<file path="config.mk">
export PLATFORM = sky130hd
export DESIGN_NAME = command_byte_stream_decoder_unit
export DESIGN_NICKNAME = d
export VERILOG_FILES = /design/src/sv/cbsd_pkg.sv /design/src/sv/command_byte_stream_decoder_unit.sv /design/src/sv/cbsd_ram.sv /design/src/sv/cbsd_ctrl.sv
export SDC_FILE = /design/constraint.sdc
export NUM_CORES = 2
export LEC_CHECK = 0
export BUFFER_PORTS_ARGS = -buffer_cell sky130_fd_sc_hd__buf_2
export CORE_AREA = 2 2 645 647
export CTS_BUF_LIST = sky130_fd_sc_hd__clkbuf_16
export DETAILED_ROUTE_END_ITERATION = 10
export DIE_AREA = 0 0 647 649
export PLACE_DENSITY = 0.6
export REMOVE_ABC_BUFFERS = 1
export SLEW_MARGIN = 20
export SYNTH_ARGS = -nofsm -noshare
export SYNTH_HDL_FRONTEND = slang
export SYNTH_MEMORY_MAX_BITS = 65536
export SYNTH_SLANG_ARGS = --single-unit
</file>
<file path="constraint.sdc">
create_clock -name aclk -period 51.6 [get_ports aclk]
set_clock_uncertainty 0.2 [all_clocks]
set_input_delay 10.32 -clock aclk [delete_from_list [all_inputs] [get_ports aclk]]
set_output_delay 10.32 -clock aclk [all_outputs]
set_load 0.01 [all_outputs]
</file>
<file path="src/sv/cbsd_pkg.sv">
// Shared types and constants for the command byte stream decoder.
// No dependencies; imported by the top level and by cbsd_ctrl.
package cbsd_pkg;

    localparam int HISTORY_DEPTH = 256;
    localparam int HEAD_DEPTH    = 288;
    localparam int HIST_AW       = $clog2(HISTORY_DEPTH);
    localparam int HEAD_AW       = $clog2(HEAD_DEPTH);
    // operand + run index spans 0..286
    localparam int POS_W         = 9;

    localparam logic [7:0]  END_BYTE  = 8'hFF;
    localparam logic [15:0] COUNT_MAX = 16'hFFFF;

    typedef enum logic [2:0] {
        CMD_LIT  = 3'd0,
        CMD_REP  = 3'd1,
        CMD_ALT  = 3'd2,
        CMD_INC  = 3'd3,
        CMD_ABS  = 3'd4,
        CMD_BAD  = 3'd5,
        CMD_REL  = 3'd6,
        CMD_ABS2 = 3'd7
    } cmd_t;

    // One result beat from the sequencer to the output register
    typedef struct packed {
        logic        valid;
        logic [7:0]  data;
        logic        last;
        logic        bad;
        logic        done;
        logic [15:0] total;
    } cbsd_beat_t;

    // Memory port requests from the sequencer
    typedef struct packed {
        logic               hist_we;
        logic [HIST_AW-1:0] hist_waddr;
        logic               hist_re;
        logic [HIST_AW-1:0] hist_raddr;
        logic               head_we;
        logic [HEAD_AW-1:0] head_waddr;
        logic               head_re;
        logic [HEAD_AW-1:0] head_raddr;
        logic [7:0]         wdata;
    } cbsd_memreq_t;

endpackage

</file>
<file path="src/sv/command_byte_stream_decoder_unit.sv">
// Top level of the command byte stream decoder: sequencer, history and head
// RAMs, output register. Depends on cbsd_pkg, cbsd_ram and cbsd_ctrl.
//
// Usage: compressed bytes enter on the s_axis beat channel, one byte per beat.
// Decoded results leave on m_axis, one byte per beat. tlast marks the last
// result caused by one input byte; tuser flags a skipped bad command (bit 0)
// and the end-of-stream beat (bit 1), which carries the saturating total in
// tdata[23:8] and a zero byte.
// Timing: a literal, bad-command or end byte shows up in the cycle after it is
// taken. A repeat, alternate or count-up run starts once its run phase is
// registered after its last operand beat and gives one byte per cycle while
// the output is free; a copy run issues each RAM read into the registered read
// data before its byte, then gives one byte per free output cycle, overlapping
// reads and writes through a forwarding path. Throughput: one input beat per
// cycle for command, operand and literal bytes while the output is free; the input waits during a run.
// Reset: clears the parser and counters and all history valid bits at once,
// so the ring reads as zero; no sweep cycles. The head store needs no reset.
// Stall: while m_axis_tready is low the output register holds its beat and
// the sequencer and input channel wait; a copy run may still issue one read.
module command_byte_stream_decoder_unit (
    input  logic        aclk,
    input  logic        aresetn,
    input  logic        s_axis_tvalid,
    output logic        s_axis_tready,
    input  logic [7:0]  s_axis_tdata,   // [7:0] in_byte
    output logic        m_axis_tvalid,
    input  logic        m_axis_tready,
    output logic [23:0] m_axis_tdata,   // [7:0] out_byte, [23:8] total_bytes
    output logic        m_axis_tlast,
    output logic [1:0]  m_axis_tuser    // [0] bad_command, [1] stream_done
);
    import cbsd_pkg::*;

    cbsd_beat_t   beat;
    cbsd_memreq_t mreq;
    logic [7:0]   hist_rdata;
    logic [7:0]   head_rdata;
    logic         out_free;

    logic         m_valid_reg;
    logic [7:0]   m_data_reg;
    logic [15:0]  m_total_reg;
    logic         m_last_reg;
    logic         m_bad_reg;
    logic         m_done_reg;

    assign out_free = !m_valid_reg || m_axis_tready;

    cbsd_ctrl u_ctrl (
        .aclk       (aclk),
        .aresetn    (aresetn),
        .in_valid   (s_axis_tvalid),
        .in_ready   (s_axis_tready),
        .in_byte    (s_axis_tdata),
        .out_free   (out_free),
        .beat       (beat),
        .mreq       (mreq),
        .hist_rdata (hist_rdata),
        .head_rdata (head_rdata)
    );

    // History ring
    cbsd_ram #(
        .WIDTH (8),
        .DEPTH (HISTORY_DEPTH)
    ) u_hist_ram (
        .aclk  (aclk),
        .we    (mreq.hist_we),
        .waddr (mreq.hist_waddr),
        .wdata (mreq.wdata),
        .re    (mreq.hist_re),
        .raddr (mreq.hist_raddr),
        .rdata (hist_rdata)
    );

    // Head store: first output bytes of the current stream
    cbsd_ram #(
        .WIDTH (8),
        .DEPTH (HEAD_DEPTH)
    ) u_head_ram (
        .aclk  (aclk),
        .we    (mreq.head_we),
        .waddr (mreq.head_waddr),
        .wdata (mreq.wdata),
        .re    (mreq.head_re),
        .raddr (mreq.head_raddr),
        .rdata (head_rdata)
    );

    // Output register
    always_ff @(posedge aclk) begin
        if (!aresetn) begin
            m_valid_reg <= 1'b0;
        end else if (beat.valid) begin
            m_valid_reg <= 1'b1;
        end else if (m_axis_tready) begin
            m_valid_reg <= 1'b0;
        end
        if (beat.valid) begin
            m_data_reg  <= beat.data;
            m_total_reg <= beat.total;
            m_last_reg  <= beat.last;
            m_bad_reg   <= beat.bad;
            m_done_reg  <= beat.done;
        end
    end

    assign m_axis_tvalid = m_valid_reg;
    assign m_axis_tdata  = {m_total_reg, m_data_reg};
    assign m_axis_tlast  = m_last_reg;
    assign m_axis_tuser  = {m_done_reg, m_bad_reg};

endmodule

</file>
<file path="src/sv/cbsd_ram.sv">
// Generic single-write, single-read RAM with registered read data.
// No dependencies. Read during write to the same address returns old data.
module cbsd_ram #(
    parameter int WIDTH = 8,
    parameter int DEPTH = 256
) (
    input  logic                     aclk,
    input  logic                     we,
    input  logic [$clog2(DEPTH)-1:0] waddr,
    input  logic [WIDTH-1:0]         wdata,
    input  logic                     re,
    input  logic [$clog2(DEPTH)-1:0] raddr,
    output logic [WIDTH-1:0]         rdata
);

    logic [WIDTH-1:0] mem [DEPTH];
    logic [WIDTH-1:0] rdata_reg;

    always_ff @(posedge aclk) begin
        if (we) begin
            mem[waddr] <= wdata;
        end
        if (re) begin
            rdata_reg <= mem[raddr];
        end
    end

    assign rdata = rdata_reg;

endmodule

</file>
<file path="src/sv/cbsd_ctrl.sv">
// Command parser and run sequencer: decodes command bytes, generates output
// bytes, drives the history and head RAMs. Depends on cbsd_pkg.
module cbsd_ctrl (
    input  logic                  aclk,
    input  logic                  aresetn,
    input  logic                  in_valid,
    output logic                  in_ready,
    input  logic [7:0]            in_byte,
    input  logic                  out_free,
    output cbsd_pkg::cbsd_beat_t  beat,
    output cbsd_pkg::cbsd_memreq_t mreq,
    input  logic [7:0]            hist_rdata,
    input  logic [7:0]            head_rdata
);
    import cbsd_pkg::*;

    typedef enum logic [2:0] {
        PH_CMD, PH_OP1, PH_OP2, PH_LIT, PH_RUN
    } phase_t;

    phase_t             phase_reg, phase_next;
    cmd_t               cmd_reg, cmd_next;
    logic [4:0]         len_reg, len_next;
    logic [7:0]         op1_reg, op1_next;
    logic [7:0]         op2_reg, op2_next;
    logic [5:0]         lit_left_reg, lit_left_next;
    logic [15:0]        count_reg, count_next;
    logic [HIST_AW-1:0] hist_pos_reg, hist_pos_next;
    logic [HISTORY_DEPTH-1:0] hvalid_reg, hvalid_next;
    logic [4:0]         idx_reg, idx_next;
    logic               more_reg, more_next;
    logic               pend_reg, pend_next;
    logic               fwd_reg, fwd_next;
    logic [7:0]         fwd_data_reg, fwd_data_next;
    logic               hv_q_reg, hv_q_next;
    logic               head_oob_reg, head_oob_next;

    logic               in_fire;
    logic               copy_cmd;
    logic               dir_emit;
    logic               cp_emit;
    logic               issue;
    logic [7:0]         dir_byte;
    logic [7:0]         cp_byte;
    logic [HIST_AW-1:0] hist_raddr;
    logic [POS_W-1:0]   head_pos;
    logic               head_in_range;
    logic               count_in_head;
    logic [15:0]        count_inc;
    logic               wr_en;
    logic [7:0]         wr_byte;

    assign in_ready = out_free && (phase_reg != PH_RUN);
    assign in_fire  = in_valid && in_ready;
    assign copy_cmd = (cmd_reg == CMD_ABS) || (cmd_reg == CMD_ABS2) || (cmd_reg == CMD_REL);

    // Run issue and emit conditions
    assign dir_emit = (phase_reg == PH_RUN) && !copy_cmd && out_free;
    assign cp_emit  = (phase_reg == PH_RUN) && copy_cmd && pend_reg && out_free;
    assign issue    = (phase_reg == PH_RUN) && copy_cmd && more_reg && (!pend_reg || cp_emit);

    // Pattern bytes for repeat, alternate and count-up runs
    always_comb begin
        unique case (cmd_reg)
            CMD_REP: dir_byte = op1_reg;
            CMD_ALT: dir_byte = idx_reg[0] ? op2_reg : op1_reg;
            CMD_INC: dir_byte = op1_reg + {3'b000, idx_reg};
            default: dir_byte = 8'h00;
        endcase
    end

    // Copy byte: forwarded write, else RAM data with valid/range masking
    always_comb begin
        if (fwd_reg) begin
            cp_byte = fwd_data_reg;
        end else if (cmd_reg == CMD_REL) begin
            cp_byte = hv_q_reg ? hist_rdata : 8'h00;
        end else begin
            cp_byte = head_oob_reg ? 8'h00 : head_rdata;
        end
    end

    // Read addresses; history position accounts for a write in this cycle
    assign hist_raddr    = hist_pos_reg + {{(HIST_AW-1){1'b0}}, cp_emit} - op1_reg[HIST_AW-1:0];
    assign head_pos      = {{(POS_W-8){1'b0}}, op1_reg} + {{(POS_W-5){1'b0}}, idx_reg};
    assign head_in_range = (32'(head_pos) < 32'(HEAD_DEPTH));
    assign count_in_head = (32'(count_reg) < 32'(HEAD_DEPTH));
    assign count_inc     = (count_reg == COUNT_MAX) ? count_reg : count_reg + 16'd1;

    // Next-state logic
    always_comb begin
        phase_next    = phase_reg;
        cmd_next      = cmd_reg;
        len_next      = len_reg;
        op1_next      = op1_reg;
        op2_next      = op2_reg;
        lit_left_next = lit_left_reg;
        count_next    = count_reg;
        hist_pos_next = hist_pos_reg;
        hvalid_next   = hvalid_reg;
        idx_next      = idx_reg;
        more_next     = more_reg;
        pend_next     = pend_reg;
        fwd_next      = fwd_reg;
        fwd_data_next = fwd_data_reg;
        hv_q_next     = hv_q_reg;
        head_oob_next = head_oob_reg;
        beat          = '0;
        wr_en         = 1'b0;
        wr_byte       = 8'h00;

        // input byte handling
        if (in_fire) begin
            unique case (phase_reg)
                PH_CMD: begin
                    if (in_byte == END_BYTE) begin
                        beat.valid = 1'b1;
                        beat.last  = 1'b1;
                        beat.done  = 1'b1;
                        beat.total = count_reg;
                        count_next = 16'd0;
                    end else begin
                        cmd_next = cmd_t'(in_byte[7:5]);
                        len_next = in_byte[4:0];
                        if (cmd_t'(in_byte[7:5]) == CMD_BAD) begin
                            beat.valid = 1'b1;
                            beat.last  = 1'b1;
                            beat.bad   = 1'b1;
                            beat.total = count_reg;
                        end else if (cmd_t'(in_byte[7:5]) == CMD_LIT) begin
                            lit_left_next = {1'b0, in_byte[4:0]} + 6'd1;
                            phase_next    = PH_LIT;
                        end else begin
                            phase_next = PH_OP1;
                        end
                    end
                end
                PH_OP1: begin
                    op1_next = in_byte;
                    if (cmd_reg == CMD_ALT) begin
                        phase_next = PH_OP2;
                    end else begin
                        phase_next = PH_RUN;
                        idx_next   = 5'd0;
                        more_next  = 1'b1;
                        pend_next  = 1'b0;
                        fwd_next   = 1'b0;
                    end
                end
                PH_OP2: begin
                    op2_next   = in_byte;
                    phase_next = PH_RUN;
                    idx_next   = 5'd0;
                    more_next  = 1'b1;
                    pend_next  = 1'b0;
                    fwd_next   = 1'b0;
                end
                PH_LIT: begin
                    wr_en         = 1'b1;
                    wr_byte       = in_byte;
                    beat.last     = 1'b1;
                    lit_left_next = lit_left_reg - 6'd1;
                    if (lit_left_reg == 6'd1) begin
                        phase_next = PH_CMD;
                    end
                end
                default: ;
            endcase
        end

        // pattern runs: one byte per free output cycle
        if (dir_emit) begin
            wr_en     = 1'b1;
            wr_byte   = dir_byte;
            beat.last = (idx_reg == len_reg);
            if (idx_reg == len_reg) begin
                phase_next = PH_CMD;
            end else begin
                idx_next = idx_reg + 5'd1;
            end
        end

        // copy runs: emit the pending read
        if (cp_emit) begin
            wr_en     = 1'b1;
            wr_byte   = cp_byte;
            beat.last = !more_reg;
            pend_next = 1'b0;
            if (!more_reg) begin
                phase_next = PH_CMD;
            end
        end

        // copy runs: issue the next read, forward a same-entry write
        if (issue) begin
            pend_next     = 1'b1;
            hv_q_next     = hvalid_reg[hist_raddr];
            head_oob_next = !head_in_range;
            fwd_data_next = cp_byte;
            if (cmd_reg == CMD_REL) begin
                fwd_next = cp_emit && (hist_raddr == hist_pos_reg);
            end else begin
                fwd_next = cp_emit && head_in_range && count_in_head &&
                           ({7'd0, head_pos} == count_reg);
            end
            if (idx_reg == len_reg) begin
                more_next = 1'b0;
            end else begin
                idx_next = idx_reg + 5'd1;
            end
        end

        // common bookkeeping for every decoded byte
        if (wr_en) begin
            beat.valid                = 1'b1;
            beat.data                 = wr_byte;
            beat.total                = count_inc;
            count_next                = count_inc;
            hist_pos_next             = hist_pos_reg + {{(HIST_AW-1){1'b0}}, 1'b1};
            hvalid_next[hist_pos_reg] = 1'b1;
        end
    end

    // Memory requests
    always_comb begin
        mreq.hist_we    = wr_en;
        mreq.hist_waddr = hist_pos_reg;
        mreq.hist_re    = issue;
        mreq.hist_raddr = hist_raddr;
        mreq.head_we    = wr_en && count_in_head;
        mreq.head_waddr = count_reg[HEAD_AW-1:0];
        mreq.head_re    = issue;
        mreq.head_raddr = head_pos[HEAD_AW-1:0];
        mreq.wdata      = wr_byte;
    end

    // State registers
    always_ff @(posedge aclk) begin
        if (!aresetn) begin
            phase_reg    <= PH_CMD;
            cmd_reg      <= CMD_LIT;
            len_reg      <= 5'd0;
            op1_reg      <= 8'd0;
            op2_reg      <= 8'd0;
            lit_left_reg <= 6'd0;
            count_reg    <= 16'd0;
            hist_pos_reg <= '0;
            hvalid_reg   <= '0;
            idx_reg      <= 5'd0;
            more_reg     <= 1'b0;
            pend_reg     <= 1'b0;
            fwd_reg      <= 1'b0;
            fwd_data_reg <= 8'd0;
            hv_q_reg     <= 1'b0;
            head_oob_reg <= 1'b0;
        end else begin
            phase_reg    <= phase_next;
            cmd_reg      <= cmd_next;
            len_reg      <= len_next;
            op1_reg      <= op1_next;
            op2_reg      <= op2_next;
            lit_left_reg <= lit_left_next;
            count_reg    <= count_next;
            hist_pos_reg <= hist_pos_next;
            hvalid_reg   <= hvalid_next;
            idx_reg      <= idx_next;
            more_reg     <= more_next;
            pend_reg     <= pend_next;
            fwd_reg      <= fwd_next;
            fwd_data_reg <= fwd_data_next;
            hv_q_reg     <= hv_q_next;
            head_oob_reg <= head_oob_next;
        end
    end

endmodule
</file>
==> impl_metrics.json <==
{
  "status": "completed",
  "hold_viol_final": 0,
  "ys_types": 80,
  "crit_fanout": 4,
  "drt-initial-drc-count": 10458,
  "dp_cells": 14607,
  "path_cells": "buf_2, nor2b_1, a21oi_1, buf_2",
  "path_delay_family": "simple AND/OR/NAND/NOR gates",
  "die_x_um": 647,
  "final_cell_mix": "4395 x edfxtp_1, 1221 x mux4_2, 823 x nand2_1, 602 x nor2_1, 468 x clkbuf_16",
  "post_cts_resized": 0,
  "cts_tree": "yes",
  "worst_pin_slew_ps": 1160,
  "drtAntennaViolNets": 0,
  "antenna_found_initial": 25,
  "period_share": 0.417,
  "mostFrequentLayoutCell": "edfxtp_1",
  "power_leakage_nw": 61.0,
  "rsz0062_at_grt": "false",
  "cts.clk_slew.worst_paths_ps": 60,
  "worst_setup_path_end_kind": "output pin",
  "ys_ff_latch": 4727,
  "htree_levels": 5,
  "area_growth_pct": 11.5,
  "cp_slowest_stage_delay_ps": 300,
  "fmax_mhz": 46.5,
  "place_ws_ps": 30080,
  "multi_input_area_um2": 44600,
  "setup_viol": 0,
  "postCtsSetupBuffers": 0,
  "via_count": 93241,
  "root_buffer": "clkbuf_16",
  "final.min_clock_period_ps": 21520,
  "avgRoutedWirePerCell_um": 30.4,
  "numCtsBuffers": 460,
  "grt_use_total": 0.222,
  "hold_buffers": 0,
  "rows": 236,
  "critPathKind": "input port to output pin",
  "crit_cells": 4,
  "clk_latency_ps": 990,
  "drc": 0,
  "dp_hpwl_um": 273000,
  "synth-edff-count": 4395,
  "fillers": 32900,
  "ioPinCount": 41,
  "place.gp.congestion": 0.816,
  "largest_register_ff_count": 2304,
  "tns_ps": 0,
  "yosysTopAreaCellShare": 0.712,
  "cp_data_arrival_time_ps": 11000,
  "cpMostUsedCell": "buf_2",
  "r2r_cells": 20,
  "grt_pass1_wl_um": 681000,
  "whs_path_depth": 1,
  "drive_gt1_frac": 0.216,
  "fin_cells": 15510,
  "hold_path_class": "flip-flop to flip-flop",
  "core_area_um2": 413000,
  "ys.flop_type": "edfxtp_1",
  "cellPowerDensity_nw_per_um2": 40.1,
  "critPathBufInv": 2,
  "via_per_inst": 6.01,
  "seq_area_um2": 139000,
  "synth_area_leaders": "edfxtp_1 71%, mux4_2 15%, dfxtp_1 3.6%",
  "die_area_um2": 420000,
  "slowest_stage": "nor2b_1",
  "cts_sinks": 4727,
  "synth_cells": 9511,
  "yosysSeqAreaShare": 0.748,
  "clk_path_buf_depth": 4,
  "drv_cap": 0,
  "async_flop_share": 0,
  "wl_um": 471000,
  "port_buffers": 40,
  "grt_pass1_vias": 94480,
  "synth_area_um2": 185000,
  "grt_max_degree": 230,
  "syn_avg_cell_area_um2": 19.5,
  "setup_ws_ps": 30080,
  "max_slew_margin": 0.221,
  "grt_overflow_total": 0,
  "drt_first_pass_iters": 6,
  "yosys_warnings": 0,
  "start_util": 0.450,
  "report.final.slew_viol_count": 0,
  "cp.required_ps": 41080,
  "yosys.area.top_type": "edfxtp_1",
  "layout.nets": 9648,
  "ir_worst_vdd_uv": 31.0,
  "die_h_um": 649,
  "startpoint_type": "input port"
}
synthesized netlist by cell type, types with 7 or more instances:
master / number
a2111oi_0: 10
a21boi_0: 8
a21o_1: 10
a21oi_1: 68
a221o_1: 8
a22oi_1: 15
a311o_1: 26
a311oi_1: 119
a31oi_1: 54
and2_1: 22
and3_1: 104
buf_1: 42
buf_2: 176
buf_4: 53
clkbuf_1: 324
dfxtp_1: 332
edfxtp_1: 4395
ha_1: 31
inv_1: 29
mux2i_1: 217
mux4_2: 1221
nand2_1: 824
nand2b_1: 12
nand3_1: 219
nand4_1: 15
nor2_1: 609
nor2b_1: 49
nor3_1: 25
nor4_1: 7
o21a_1: 259
o21ai_0: 68
o22ai_1: 9
or3_1: 9
xnor2_1: 30
xor2_1: 16
report_power, final:
group          total [mW]  internal (mW)  switching, mW  leakage (nW)
clock network        3.22           1.80           1.42          7.53
logic               0.904          0.354          0.551          14.1
registers            4.16           4.15        0.00945          39.3
kinds of logic (layout without fill, tap and decap cells):
logic type	Yosys count	after routing	share of synthesized area
adders and majority gates	33	33	0.00231
and+or+nand+nor	1917	1917	0.0439
other	0	38	0
DFF	4727	4727	0.748
muxes	1439	1439	0.160
xor gates and xnor gates	49	49	0.00250
AOI/OAI and AO/OA	720	720	0.0286
buffers and inverters	626	1113	0.0150
metal layers:
metal  GRT usage  up-vias  share of wire  routed length [um]
li1            -    38851              -                   -
met1       0.308    49831           0.41              191000
met2       0.361     3803           0.49              230000
met3      0.0333      756          0.071               33400
met4      0.0743        0          0.035               16400
met5           0        -              0                   0
stage by stage:
stage          instance area (um2)  total power [mW]   util  hold WS [ps]
6_report                    207000              8.29  0.501           259
5_1_grt                     207000              8.53  0.501           275
4_1_cts                     206000              8.34  0.500           261
3_5_place_dp                192000              5.16  0.465           248
3_3_place_gp                192000              5.15  0.465           241
2_1_floorplan               183000              5.29      -           235
final timing paths:
| check | start | endpoint | slack (ps) |
|---|---|---|---|
| max reg2reg | u_ctrl.phase_reg[1]$_SDFF_PN0_ | u_hist_ram.rdata[0]$_DFFE_PP_ | 43140 |
| min reg2reg | u_ctrl.hvalid_reg[104]$_SDFFE_PN0N_ | u_ctrl.hvalid_reg[104]$_SDFFE_PN0N_ | 260 |
| max | m_axis_tready | s_axis_tready | 30080 |
| min | u_ctrl.hvalid_reg[104]$_SDFFE_PN0N_ | u_ctrl.hvalid_reg[104]$_SDFFE_PN0N_ | 260 |
cell type report:
cell class	instances	share of cell area
Antenna cell	38	0.000460
Clock buffer	468	0.0567
Multi-Input combinational cell	4158	0.216
Inverter	29	0.000527
Sequential cell	4727	0.671
Tap cell	5474	0.0331
Clock inverter	389	0.0128
Timing Repair Buffer	227	0.0101
No activity file was read; power rests on OpenSTA's default activity.
